### config.mk
export PLATFORM = sky130hd
export DESIGN_NAME = counting_semaphore_wait_queue
export DESIGN_NICKNAME = d
export VERILOG_FILES = /design/src/design/csem_pkg.sv /design/src/design/csem_ram.sv /design/src/design/csem_ctrl.sv /design/src/design/counting_semaphore_wait_queue.sv
export SDC_FILE = /design/constraint.sdc
export NUM_CORES = 1
export LEC_CHECK = 0
export BUFFER_PORTS_ARGS = -buffer_cell sky130_fd_sc_hd__buf_2
export CORE_UTILIZATION = 41
export CTS_BUF_LIST = sky130_fd_sc_hd__clkbuf_8
export CTS_CLUSTER_DIAMETER = 40
export DETAILED_ROUTE_END_ITERATION = 8
export PLACE_DENSITY_LB_ADDON = 0.12
export SYNTH_ARGS = -nofsm -noshare
export SYNTH_HDL_FRONTEND = slang
export SYNTH_SLANG_ARGS = --single-unit
### constraint.sdc
create_clock -name i_clk -period 2.6 [get_ports i_clk]
set_input_delay 0.52 -clock i_clk [delete_from_list [all_inputs] [get_ports i_clk]]
set_output_delay 0.52 -clock i_clk [all_outputs]
set_load 0.1 [all_outputs]
### src/design/csem_pkg.sv
// Shared types and constants for the counting semaphore block.
// No dependencies.
package csem_pkg;

    // Widths of the fixed item fields.
    localparam int unsigned TASK_W    = 8;
    localparam int unsigned COUNT_W   = 8;
    localparam int unsigned WAITERS_W = 5;

    // Reset value of the holder limit: one holder, i.e. a mutex.
    localparam logic [COUNT_W-1:0] LIMIT_RESET = 8'd1;

    // Request kinds.
    typedef enum logic {
        ACT_ACQUIRE = 1'b0,
        ACT_RELEASE = 1'b1
    } t_action;

    // Result codes.
    typedef enum logic [2:0] {
        OUT_GRANTED    = 3'd0,
        OUT_QUEUED     = 3'd1,
        OUT_LOWERED    = 3'd2,
        OUT_HANDED     = 3'd3,
        OUT_IGNORED    = 3'd4,
        OUT_QUEUE_FULL = 3'd5
    } t_outcome;

    // Result control passed from the controller to the top level.
    typedef struct packed {
        logic valid;
        logic hand_over;
    } t_res_ctl;

endpackage

### src/design/csem_ram.sv
// Generic single-port-write, single-port-read RAM with a registered read.
// No dependencies.
module csem_ram #(
    parameter int unsigned WIDTH = 8,
    parameter int unsigned DEPTH = 16
) (
    input  logic                                   i_clk,
    input  logic                                   i_we,
    input  logic [(DEPTH > 1 ? $clog2(DEPTH) : 1)-1:0] i_waddr,
    input  logic [WIDTH-1:0]                       i_wdata,
    input  logic                                   i_re,
    input  logic [(DEPTH > 1 ? $clog2(DEPTH) : 1)-1:0] i_raddr,
    output logic [WIDTH-1:0]                       o_rdata
);

    logic [WIDTH-1:0] r_mem [DEPTH];
    logic [WIDTH-1:0] r_rdata;

    // Write port and registered read port.
    always_ff @(posedge i_clk) begin
        if (i_we) begin
            r_mem[i_waddr] <= i_wdata;
        end
        if (i_re) begin
            r_rdata <= r_mem[i_raddr];
        end
    end

    assign o_rdata = r_rdata;

endmodule

### src/design/csem_ctrl.sv
// Controller of the counting semaphore: holder count, queue pointers, limit and results.
// Depends on csem_pkg; drives the waiter RAM ports of the top level.
module csem_ctrl
    import csem_pkg::*;
#(
    parameter int unsigned WAIT_DEPTH = 16,
    parameter int unsigned PTR_W      = 4,
    parameter int unsigned TID_W      = 8
) (
    input  logic                 i_clk,
    input  logic                 i_rst_n,
    input  logic                 i_accept,
    input  logic                 i_action,
    input  logic [TID_W-1:0]     i_task,
    input  logic                 i_cfg_we,
    input  logic [COUNT_W-1:0]   i_cfg_wdata,
    output logic                 o_ram_we,
    output logic [PTR_W-1:0]     o_ram_waddr,
    output logic [TID_W-1:0]     o_ram_wdata,
    output logic                 o_ram_re,
    output logic [PTR_W-1:0]     o_ram_raddr,
    output t_res_ctl             o_res_ctl,
    output logic [2:0]           o_outcome,
    output logic [COUNT_W-1:0]   o_holders,
    output logic [WAITERS_W-1:0] o_waiters
);

    localparam int unsigned OCC_W = $clog2(WAIT_DEPTH + 1);
    localparam logic [PTR_W-1:0] LAST_SLOT = PTR_W'(WAIT_DEPTH - 1);
    localparam logic [OCC_W-1:0] FULL_OCC  = OCC_W'(WAIT_DEPTH);

    logic [COUNT_W-1:0] r_limit;
    logic [COUNT_W-1:0] r_held,  n_held;
    logic [PTR_W-1:0]   r_head,  n_head;
    logic [PTR_W-1:0]   r_tail,  n_tail;
    logic [OCC_W-1:0]   r_occ,   n_occ;
    t_outcome           r_outcome, n_outcome;
    t_res_ctl           r_res,   n_res;
    logic               push, pop;

    // Decide the request from the current count and queue fill.
    always_comb begin
        n_held    = r_held;
        n_head    = r_head;
        n_tail    = r_tail;
        n_occ     = r_occ;
        n_outcome = OUT_IGNORED;
        push      = 1'b0;
        pop       = 1'b0;
        if (i_action == ACT_ACQUIRE) begin
            if (r_held < r_limit) begin
                n_held    = r_held + 1'b1;
                n_outcome = OUT_GRANTED;
            end else if (r_occ == FULL_OCC) begin
                n_outcome = OUT_QUEUE_FULL;
            end else begin
                push      = 1'b1;
                n_tail    = (r_tail == LAST_SLOT) ? '0 : r_tail + 1'b1;
                n_occ     = r_occ + 1'b1;
                n_outcome = OUT_QUEUED;
            end
        end else begin
            if (r_occ != '0) begin
                pop       = 1'b1;
                n_head    = (r_head == LAST_SLOT) ? '0 : r_head + 1'b1;
                n_occ     = r_occ - 1'b1;
                n_outcome = OUT_HANDED;
            end else if (r_held != '0) begin
                n_held    = r_held - 1'b1;
                n_outcome = OUT_LOWERED;
            end else begin
                n_outcome = OUT_IGNORED;
            end
        end
        n_res.valid     = i_accept;
        n_res.hand_over = i_accept & pop;
    end

    // Waiter RAM: push at the tail, pop reads the head; data arrives with the result.
    assign o_ram_we    = i_accept & push;
    assign o_ram_waddr = r_tail;
    assign o_ram_wdata = i_task;
    assign o_ram_re    = i_accept & pop;
    assign o_ram_raddr = r_head;

    // Control state and the limit register.
    always_ff @(posedge i_clk) begin
        if (!i_rst_n) begin
            r_limit <= LIMIT_RESET;
            r_held  <= '0;
            r_head  <= '0;
            r_tail  <= '0;
            r_occ   <= '0;
            r_res   <= '0;
        end else begin
            if (i_cfg_we) begin
                r_limit <= i_cfg_wdata;
            end
            if (i_accept) begin
                r_held <= n_held;
                r_head <= n_head;
                r_tail <= n_tail;
                r_occ  <= n_occ;
            end
            r_res <= n_res;
        end
    end

    // Result payload, captured with each accepted item.
    always_ff @(posedge i_clk) begin
        if (i_accept) begin
            r_outcome <= n_outcome;
        end
    end

    assign o_res_ctl = r_res;
    assign o_outcome = r_outcome;
    assign o_holders = r_held;
    assign o_waiters = WAITERS_W'(r_occ);

endmodule

### src/design/counting_semaphore_wait_queue.sv
// Top level of the counting semaphore with a FIFO wait queue.
// Depends on csem_pkg, csem_ctrl and csem_ram.
//
//  Channel   Handshake              Fields
//  request   start / busy           i_action, i_task_id
//  result    o_done (one cycle)     o_outcome, o_wake_task, o_holders, o_waiters
//  config    i_cfg_we               i_cfg_wdata (holder limit)
//
// A request is taken on any edge with start high and busy low; its result
// shows on the following cycle for that cycle only. One request can be taken
// every cycle while busy is low: a request makes at most one access, a push
// write or a pop read of the waiter RAM, and the popped entry comes out of its
// read register alongside the result. Busy is high in the first cycle after reset
// and low from then on. The reset is synchronous and active low; the waiter
// RAM is not cleared.
module counting_semaphore_wait_queue
    import csem_pkg::*;
#(
    parameter int unsigned WAIT_DEPTH   = 16,
    parameter int unsigned TASK_ID_BITS = 8
) (
    input  logic                 i_clk,
    input  logic                 i_rst_n,
    input  logic                 start,
    output logic                 busy,
    input  logic                 i_action,
    input  logic [TASK_W-1:0]    i_task_id,
    input  logic                 i_cfg_we,
    input  logic [COUNT_W-1:0]   i_cfg_wdata,
    output logic                 o_done,
    output logic [2:0]           o_outcome,
    output logic [TASK_W-1:0]    o_wake_task,
    output logic [COUNT_W-1:0]   o_holders,
    output logic [WAITERS_W-1:0] o_waiters
);

    localparam int unsigned PTR_W = (WAIT_DEPTH > 1) ? $clog2(WAIT_DEPTH) : 1;
    localparam int unsigned TID_W = (TASK_ID_BITS < TASK_W) ? TASK_ID_BITS : TASK_W;

    logic              r_busy;
    logic              accept;
    logic              ram_we, ram_re;
    logic [PTR_W-1:0]  ram_waddr, ram_raddr;
    logic [TID_W-1:0]  ram_wdata, ram_rdata;
    t_res_ctl          res_ctl;

    // Hold off requests for the first cycle out of reset.
    always_ff @(posedge i_clk) begin
        if (!i_rst_n) begin
            r_busy <= 1'b1;
        end else begin
            r_busy <= 1'b0;
        end
    end

    assign busy   = r_busy;
    assign accept = start & ~r_busy;

    csem_ctrl #(
        .WAIT_DEPTH (WAIT_DEPTH),
        .PTR_W      (PTR_W),
        .TID_W      (TID_W)
    ) u_ctrl (
        .i_clk       (i_clk),
        .i_rst_n     (i_rst_n),
        .i_accept    (accept),
        .i_action    (i_action),
        .i_task      (i_task_id[TID_W-1:0]),
        .i_cfg_we    (i_cfg_we),
        .i_cfg_wdata (i_cfg_wdata),
        .o_ram_we    (ram_we),
        .o_ram_waddr (ram_waddr),
        .o_ram_wdata (ram_wdata),
        .o_ram_re    (ram_re),
        .o_ram_raddr (ram_raddr),
        .o_res_ctl   (res_ctl),
        .o_outcome   (o_outcome),
        .o_holders   (o_holders),
        .o_waiters   (o_waiters)
    );

    csem_ram #(
        .WIDTH (TID_W),
        .DEPTH (WAIT_DEPTH)
    ) u_wait_ram (
        .i_clk   (i_clk),
        .i_we    (ram_we),
        .i_waddr (ram_waddr),
        .i_wdata (ram_wdata),
        .i_re    (ram_re),
        .i_raddr (ram_raddr),
        .o_rdata (ram_rdata)
    );

    // The woken task is shown only on a hand-over, otherwise zero.
    assign o_done      = res_ctl.valid;
    assign o_wake_task = res_ctl.hand_over ? TASK_W'(ram_rdata) : '0;

endmodule

==> results.md, run 1 <==
- Crit-path cells: inv_1 > ha_1 > o21ai_0 > nor2b_1 > o31a_1 > nor2_1 > buf_4 > and4_1
- Top post-synthesis cells by area: edfxtp_1, mux4_2, dfxtp_1
- Max Clock Freq: between 0.4 and 0.5 GHz
- Fillers: between 1,500 and 2,000
- Final setup margin: around 0.20 ns
- Initial Utilization: 0.420
- CTS tree: built
- Worst-path clk slew: approximately 0.09 ns
- CP max stage cell: and4_1
- Most common cell after layout, fill and taps aside: edfxtp_1
- Synthesis-to-finish area growth: 12.6%
- Simple-gate area share of the yosys netlist: 0.0951
- Count of different cell masters after synthesis: 53
- Area share of the largest cell type after synthesis: 0.554
- Final wirelength: about 16 mm
- Critical path startpoint category: register
- Place WS: 0.200 ns
- Combinational power share: 0.256
- #FFs+latches synth: about 170
- Row cnt: 49
- Max-Cap Viols: 0
- Crit end category: register
- Port bufs: 46
- Vias: around 4,500
- Num CTS Buffers: 17
- Most frequent cells in the layout: edfxtp_1, buf_2, mux4_2, a21oi_1, nand3_1
- Sw power: ~0.0023 W
- Cell count after synthesis: 512
- Max Buffers Root-to-Sink: 2
- DRT Pass-1 Iters: 5
- Pwr Density: 774 mW/mm^2
- Post-synth EDFFs: 139
- Final Hold Viols: 0
- Slowest stage delay, CP: about 0.47 ns
- Post-synth net total: ~560
- Total Routing Usage GR: 0.189
- VDD IR max: between 300 and 400 uV
- Storage cell area: between 0.004 and 0.005 mm^2
- Post-route ant nets: 0
- Asr flop ratio synth: 0
- Clock Skews: ~0.014 ns
- Post_cts resized: 0
- Final setup TNS: 0 ns
- DRC errors left: 0
- Pin count of the biggest net entering global routing: 36
- CTS Hold Buffers Added: 0
- # IOs: between 40 and 50
- Cell area after synthesis: between 0.007 and 0.008 mm^2
- Total gr overflow: 0
- Sw Share: 0.351
- Internal power: 0.00427 W
- Synth Warn #: 0
- Die width: 138 um
- Fin crit period: roughly 2.4 ns
- Routed len/inst: between 20 and 25 um
- Detailed placement HPWL: roughly 11 mm
- Critical path class: register to register
- Avg Cell Area, Syn: ~15 um^2
- Slew Limit Fails: 0
- Multiplexer area fraction after synthesis: 0.118
- Core area: roughly 0.018 mm^2
- Outcome: finished clean
- Post-CTS Setup Bufs: 0
- Worst-Skew Late Latency: 0.46 ns
- Placer congestion estimate: a little under 0.8
- Worst slew margin: 0.403
- Static leakage: between 2 and 3 nW
- DIE HEIGHT: 138 um
- Clk sinks: between 150 and 200
- Multi-input logic area: approximately 0.0025 mm^2
- Synth Area in Compound Gates: 0.0755
- XOR/XNOR Fraction of Synth Area: 0.00465
- Flop pwr share: 0.483
- Crit Path Max Fanout: 17
- Main combinational cell family by area after synthesis: multiplexers
- Vias per cell: between 5 and 6
- Sequential fraction of the synthesis area: 0.639
- Post-synthesis adder-cell area fraction: 0.0402
- Worst hold path type: input pin to register
- Final Cycle Share: 0.921
- Layout cells sized above 1: 0.260
- Worst-Margin Slew: between 0.8 and 0.9 ns
- Synth Flop Type: edfxtp_1
- Antenna cell count: 0
- First-pass GRT wire length: approximately 26 mm
- Number of global-route vias before repair: approximately 4,400
- Post-layout nets: a little over 600
- Worst path arrival time: between 2 and 3 ns
- Setup violators final: 0
- RSZ-0062 raised after global routing: false
- Root buffer cell: clkbuf_8
- CP required: about 2.7 ns
- Clock power share: 0.261
- H-tree levels: 4
- Initial drt markers: 248
- Yosys top cell by area: edfxtp_1
- Initial antenna violation count: 0
- Die footprint: ~0.019 mm^2
## final cells by class
cell class                 count  area share
sequential                   171       0.570
multi-input combinational    291       0.297
timing repair buffer          65      0.0469
tap                          229      0.0338
clock buffer                  17      0.0276
clock inverter                15      0.0162
inverter                      21     0.00929
## power by group through the flow
stage | logic [W] | clock network, W | registers [W]
finish | 0.00168 | 0.00171 | 0.00318
global route | 0.00181 | 0.00186 | 0.00319
CTS | 0.00168 | 0.00176 | 0.00318
detailed placement | 0.00167 | 0 | 0.00324
global placement | 0.00166 | 0 | 0.00323
floorplan | 0.000849 | 0 | 0.00364
## registers in the layout, summed over array words and instances, names as in the netlist
register / flops
busy: 1
u_ctrl.o_holders: 8
u_ctrl.o_outcome: 3
u_ctrl.o_ram_raddr: 4
u_ctrl.o_ram_waddr: 4
u_ctrl.o_res_ctl: 2
u_ctrl.o_waiters: 5
u_ctrl.r_limit: 8
u_wait_ram.o_rdata: 8
u_wait_ram.r_mem: 128
## final timing paths
path | slack [ns] | endpoint | start | cells after the start
max | 0.20 | u_wait_ram.r_mem[12][0]$_DFFE_PP_ | u_ctrl.r_limit[3]$_SDFFE_PN0P_ | 8
min | 0.28 | u_ctrl.r_limit[0]$_SDFFE_PN1P_ | i_cfg_wdata[0] | 3
max reg2reg | 0.20 | u_wait_ram.r_mem[12][0]$_DFFE_PP_ | u_ctrl.r_limit[3]$_SDFFE_PN0P_ | 8
min reg2reg | 0.50 | u_ctrl.r_limit[0]$_SDFFE_PN1P_ | u_ctrl.r_limit[0]$_SDFFE_PN1P_ | 2
## through the flow
stage	instance area, um^2	total power (W)	std cells	hold WS (ns)	utilization
after floorplan	7550	0.00449	512	0.433	-
after global placement	8110	0.00489	777	0.460	0.452
after detailed placement	8110	0.00491	777	0.468	0.452
after CTS	8490	0.00661	809	0.249	0.472
after global routing	8490	0.00686	809	0.281	0.472
final	8490	0.00657	809	0.279	0.472
## critical path: cells and delay by family (launching register included)
kind / cells / cell delay (ns)
AND/OR/NAND/NOR: 3 / 0.75
AO/OA/AOI/OAI: 2 / 0.44
flip-flops: 1 / 0.34
buffers and inverters: 2 / 0.27
adder cells (fa/ha/maj): 1 / 0.25
## layer usage
metal	vias up	share of wire	GRT usage
met3	26	0.033	0.0298
met5	-	0	0
li1	2119	-	-
met2	108	0.49	0.295
met1	2271	0.46	0.265
met4	0	0.022	0.0739
## kinds of logic (layout without fill, tap and decap cells)
| kind of cell | after synthesis | count (layout) |
|---|---|---|
| DFF | 171 | 171 |
| and+or+nand+nor | 129 | 129 |
| AOI/OAI and AO/OA | 86 | 86 |
| buffers and inverters | 50 | 118 |
| muxes | 49 | 49 |
| adders and majority gates | 23 | 23 |
| xor gates and xnor gates | 4 | 4 |
## Yosys cell counts, types with 5 or more instances
library cell  number
mux4_2            32
nand4_1            5
mux2i_1           16
clkbuf_1          17
nor2_1            21
nand3_1           23
dfxtp_1           32
nand2_1           14
inv_1             20
buf_2              7
a211oi_1           9
and2_1             9
nor2b_1           15
edfxtp_1         139
o2111ai_1          8
and3_1            12
o21ai_0           16
o21a_1             5
ha_1              21
nor3_1            10
a21oi_1           28
No activity file was read; power rests on OpenSTA's default activity.
==> run 2: changes to the inputs <==
--- a/config.mk
+++ b/config.mk
@@ -6,6 +6,8 @@
 export NUM_CORES = 1
 export LEC_CHECK = 0
 export BUFFER_PORTS_ARGS = -buffer_cell sky130_fd_sc_hd__buf_2
+export CELL_PAD_IN_SITES_DETAIL_PLACEMENT = 2
+export CELL_PAD_IN_SITES_GLOBAL_PLACEMENT = 2
 export CORE_UTILIZATION = 41
 export CTS_BUF_LIST = sky130_fd_sc_hd__clkbuf_8
 export CTS_CLUSTER_DIAMETER = 40
==> run 2 against run 1 <==
  * Count of clock-buffer cells in the layout is the same
  * Critical endpoint is now u_wait_ram.r_mem[1][0]$_DFFE_PP_
  * Non-clock buffer count rose by 3
  * Worst hold slack worse by 0.0020 ns
  * Register-to-register slack hardly changed
  * Design area rose by 0.66%
  * Critical path depth is the same
  * Sequential share of layout area decreased by 0.38 points
  * Final cell count rose by 0.37%
==> results.md, run 2 (synthesis results as in run 1) <==
- Initial Utilization: 0.420 (unchanged)
- Worst Setup SP: u_ctrl.r_limit[3]$_SDFFE_PN0P_ (unchanged)
- Setup violators final: 0 (unchanged)
- R2R cell count: 8 (unchanged)
- Final wirelength: 20.3 mm (was 16.4 mm)
- Number of global-route vias before repair: 5,240 (was 4,445)
- Final instance area: 0.00854 mm^2 (was 0.00849 mm^2)
- Routed len/inst: 25.0 um (was 20.3 um)
- Pin count of the biggest net entering global routing: 36 (unchanged)
- H-tree levels: 4 (unchanged)
- Post_cts resized: 0 (unchanged)
- Max-Cap Viols: 0 (unchanged)
- Fillers: 1,745 (was 1,556)
- Slew Limit Fails: 0 (unchanged)
- Worst-path clk slew: 0.09 ns (about the same)
- CP endpoint: u_wait_ram.r_mem[1][0]$_DFFE_PP_ (was u_wait_ram.r_mem[12][0]$_DFFE_PP_)
- Static leakage: 2.97 nW (was 2.93 nW)
- Pwr Density: 799 mW/mm^2 (was 774 mW/mm^2)
- Clock Skews: 0.0156 ns (was 0.0137 ns)
- CTS tree: built (unchanged)
- Synthesis-to-finish area growth: 13.3% (was 12.6%)
- Outcome: finished clean (unchanged)
- Max Clock Freq: 0.418 GHz (about the same)
- Critical path class: register to register (unchanged)
- Most frequent cells in the layout: edfxtp_1, buf_2, mux4_2, a21oi_1, nand3_1 (unchanged)
- First-pass GRT wire length: 31.8 mm (was 25.6 mm)
- Post-layout nets: 614 (was 611)
- Capturing point of the worst reg2reg path: u_wait_ram.r_mem[1][0]$_DFFE_PP_ (was u_wait_ram.r_mem[12][0]$_DFFE_PP_)
- CTS Hold Buffers Added: 0 (unchanged)
- Initial drt markers: 219 (was 248)
- Min-Delay Path Depth: 3 (unchanged)
- Most common cell after layout, fill and taps aside: edfxtp_1 (unchanged)
- Crit end category: register (unchanged)
- Vias per cell: 5.76 (was 5.59)
- R2r setup slk: 0.21 ns (was 0.20 ns)
- Worst hold path type: input pin to register (unchanged)
- DIE HEIGHT: 138 um (unchanged)
- Worst-Margin Slew: 1.12 ns (was 0.893 ns)
- Worst path arrival time: 2.51 ns (about the same)
- Layout cells sized above 1: 0.273 (was 0.260)
- Reg-to-reg critical path startpoint: u_ctrl.r_limit[3]$_SDFFE_PN0P_ (unchanged)
- Total gr overflow: 0 (unchanged)
- DRT Pass-1 Iters: 5 (unchanged)
- Fin crit period: 2.39 ns (was 2.40 ns)
- Detailed placement HPWL: 14.2 mm (was 11.3 mm)
- Vias: 4,674 (was 4,524)
- RSZ-0062 raised after global routing: false (unchanged)
- Die footprint: 0.0189 mm^2 (unchanged)
- Clk sinks: 171 (unchanged)
- Critical path startpoint category: register (unchanged)
- VDD IR max: 297 uV (was 362 uV)
- Final Hold Viols: 0 (unchanged)
- Placer congestion estimate: 0.790 (was 0.771)
- Max Buffers Root-to-Sink: 2 (unchanged)
- Row cnt: 49 (unchanged)
- Num CTS Buffers: 17 (unchanged)
- Die width: 138 um (unchanged)
- Worst-Skew Late Latency: 0.46 ns (about the same)
- # IOs: 47 (unchanged)
- Core area: 0.0180 mm^2 (unchanged)
- Total Routing Usage GR: 0.236 (was 0.189)
- CP required: 2.72 ns (about the same)
- Post-CTS Setup Bufs: 0 (unchanged)
- Placement Cell Area: 0.00814 mm^2 (was 0.00811 mm^2)
- Final setup TNS: 0 ns (unchanged)
- Final Cycle Share: 0.919 (was 0.921)
- Max FFs per register: 128 (unchanged)
- Port bufs: 46 (unchanged)
- Reg with most FFs: u_wait_ram.r_mem (unchanged)
- Initial antenna violation count: 0 (unchanged)
- Multi-input logic area: 0.00252 mm^2 (about the same)
- Root buffer cell: clkbuf_8 (unchanged)
- Crit Path Max Fanout: 17 (unchanged)
- Storage cell area: 0.00483 mm^2 (unchanged)
- Post-route ant nets: 0 (unchanged)
- Antenna cell count: 0 (unchanged)
- Worst slew margin: 0.253 (was 0.403)
- DRC errors left: 0 (unchanged)
-- run 2: how the worst min path moves through the flow --
stage	start	endpoint	slack (ns)
final	i_cfg_wdata[0]	u_ctrl.r_limit[0]$_SDFFE_PN1P_	0.28
after global routing	i_cfg_wdata[0]	u_ctrl.r_limit[0]$_SDFFE_PN1P_	0.28
after CTS	i_cfg_wdata[0]	u_ctrl.r_limit[0]$_SDFFE_PN1P_	0.25
after detailed placement	u_ctrl.r_limit[0]$_SDFFE_PN1P_	u_ctrl.r_limit[0]$_SDFFE_PN1P_	0.48
after global placement	u_ctrl.r_limit[0]$_SDFFE_PN1P_	u_ctrl.r_limit[0]$_SDFFE_PN1P_	0.46
after floorplan	u_ctrl.r_limit[0]$_SDFFE_PN1P_	u_ctrl.r_limit[0]$_SDFFE_PN1P_	0.43
-- run 2: cell type report --
| type | count | share of cell area |
|---|---|---|
| tap | 229 | 0.0335 |
| clock buffer | 17 | 0.0274 |
| timing repair buffer | 68 | 0.0492 |
| clock inverter | 15 | 0.0192 |
| inverter | 21 | 0.00923 |
| sequential | 171 | 0.566 |
| multi-input combinational | 291 | 0.295 |
-- run 2: worst max-delay path, cell delays in order, from the launching register on --
cell and delay, ns:
dfxtp_1 0.35, inv_1 0.05, ha_1 0.26, o21ai_0 0.08
nor2b_1 0.15, o31a_1 0.36, nor2_1 0.12, buf_4 0.22
and3_1 0.45
-- run 2: layer usage --
layer	track usage	vias up	wire [um]
met5	0	-	0
met4	0.0800	0	392
met3	0.0375	28	659
met2	0.396	98	10200
met1	0.310	2431	9070
li1	-	2117	-
-- run 2: power by group --
group / leakage, nW / internal, W / switching (W) / total (W)
Clock: 0.198 / 0.000870 / 0.00104 / 0.00191
Sequential: 1.52 / 0.00307 / 0.0000923 / 0.00317
Combinational: 1.25 / 0.000510 / 0.00124 / 0.00175
-- run 2: per-stage QoR --
| step | hold WS, ns | utilization | total power (W) | cells | worst slack (ns) |
|---|---|---|---|---|---|
| floorplan | 0.433 | - | 0.00449 | 512 | 0.0209 |
| global placement | 0.455 | 0.453 | 0.00492 | 780 | 0.178 |
| detailed placement | 0.483 | 0.453 | 0.00499 | 780 | 0.0982 |
| CTS | 0.249 | 0.475 | 0.00689 | 812 | 0.0379 |
| global route | 0.278 | 0.476 | 0.00712 | 812 | 0.00766 |
| finish | 0.277 | 0.476 | 0.00682 | 812 | 0.210 |
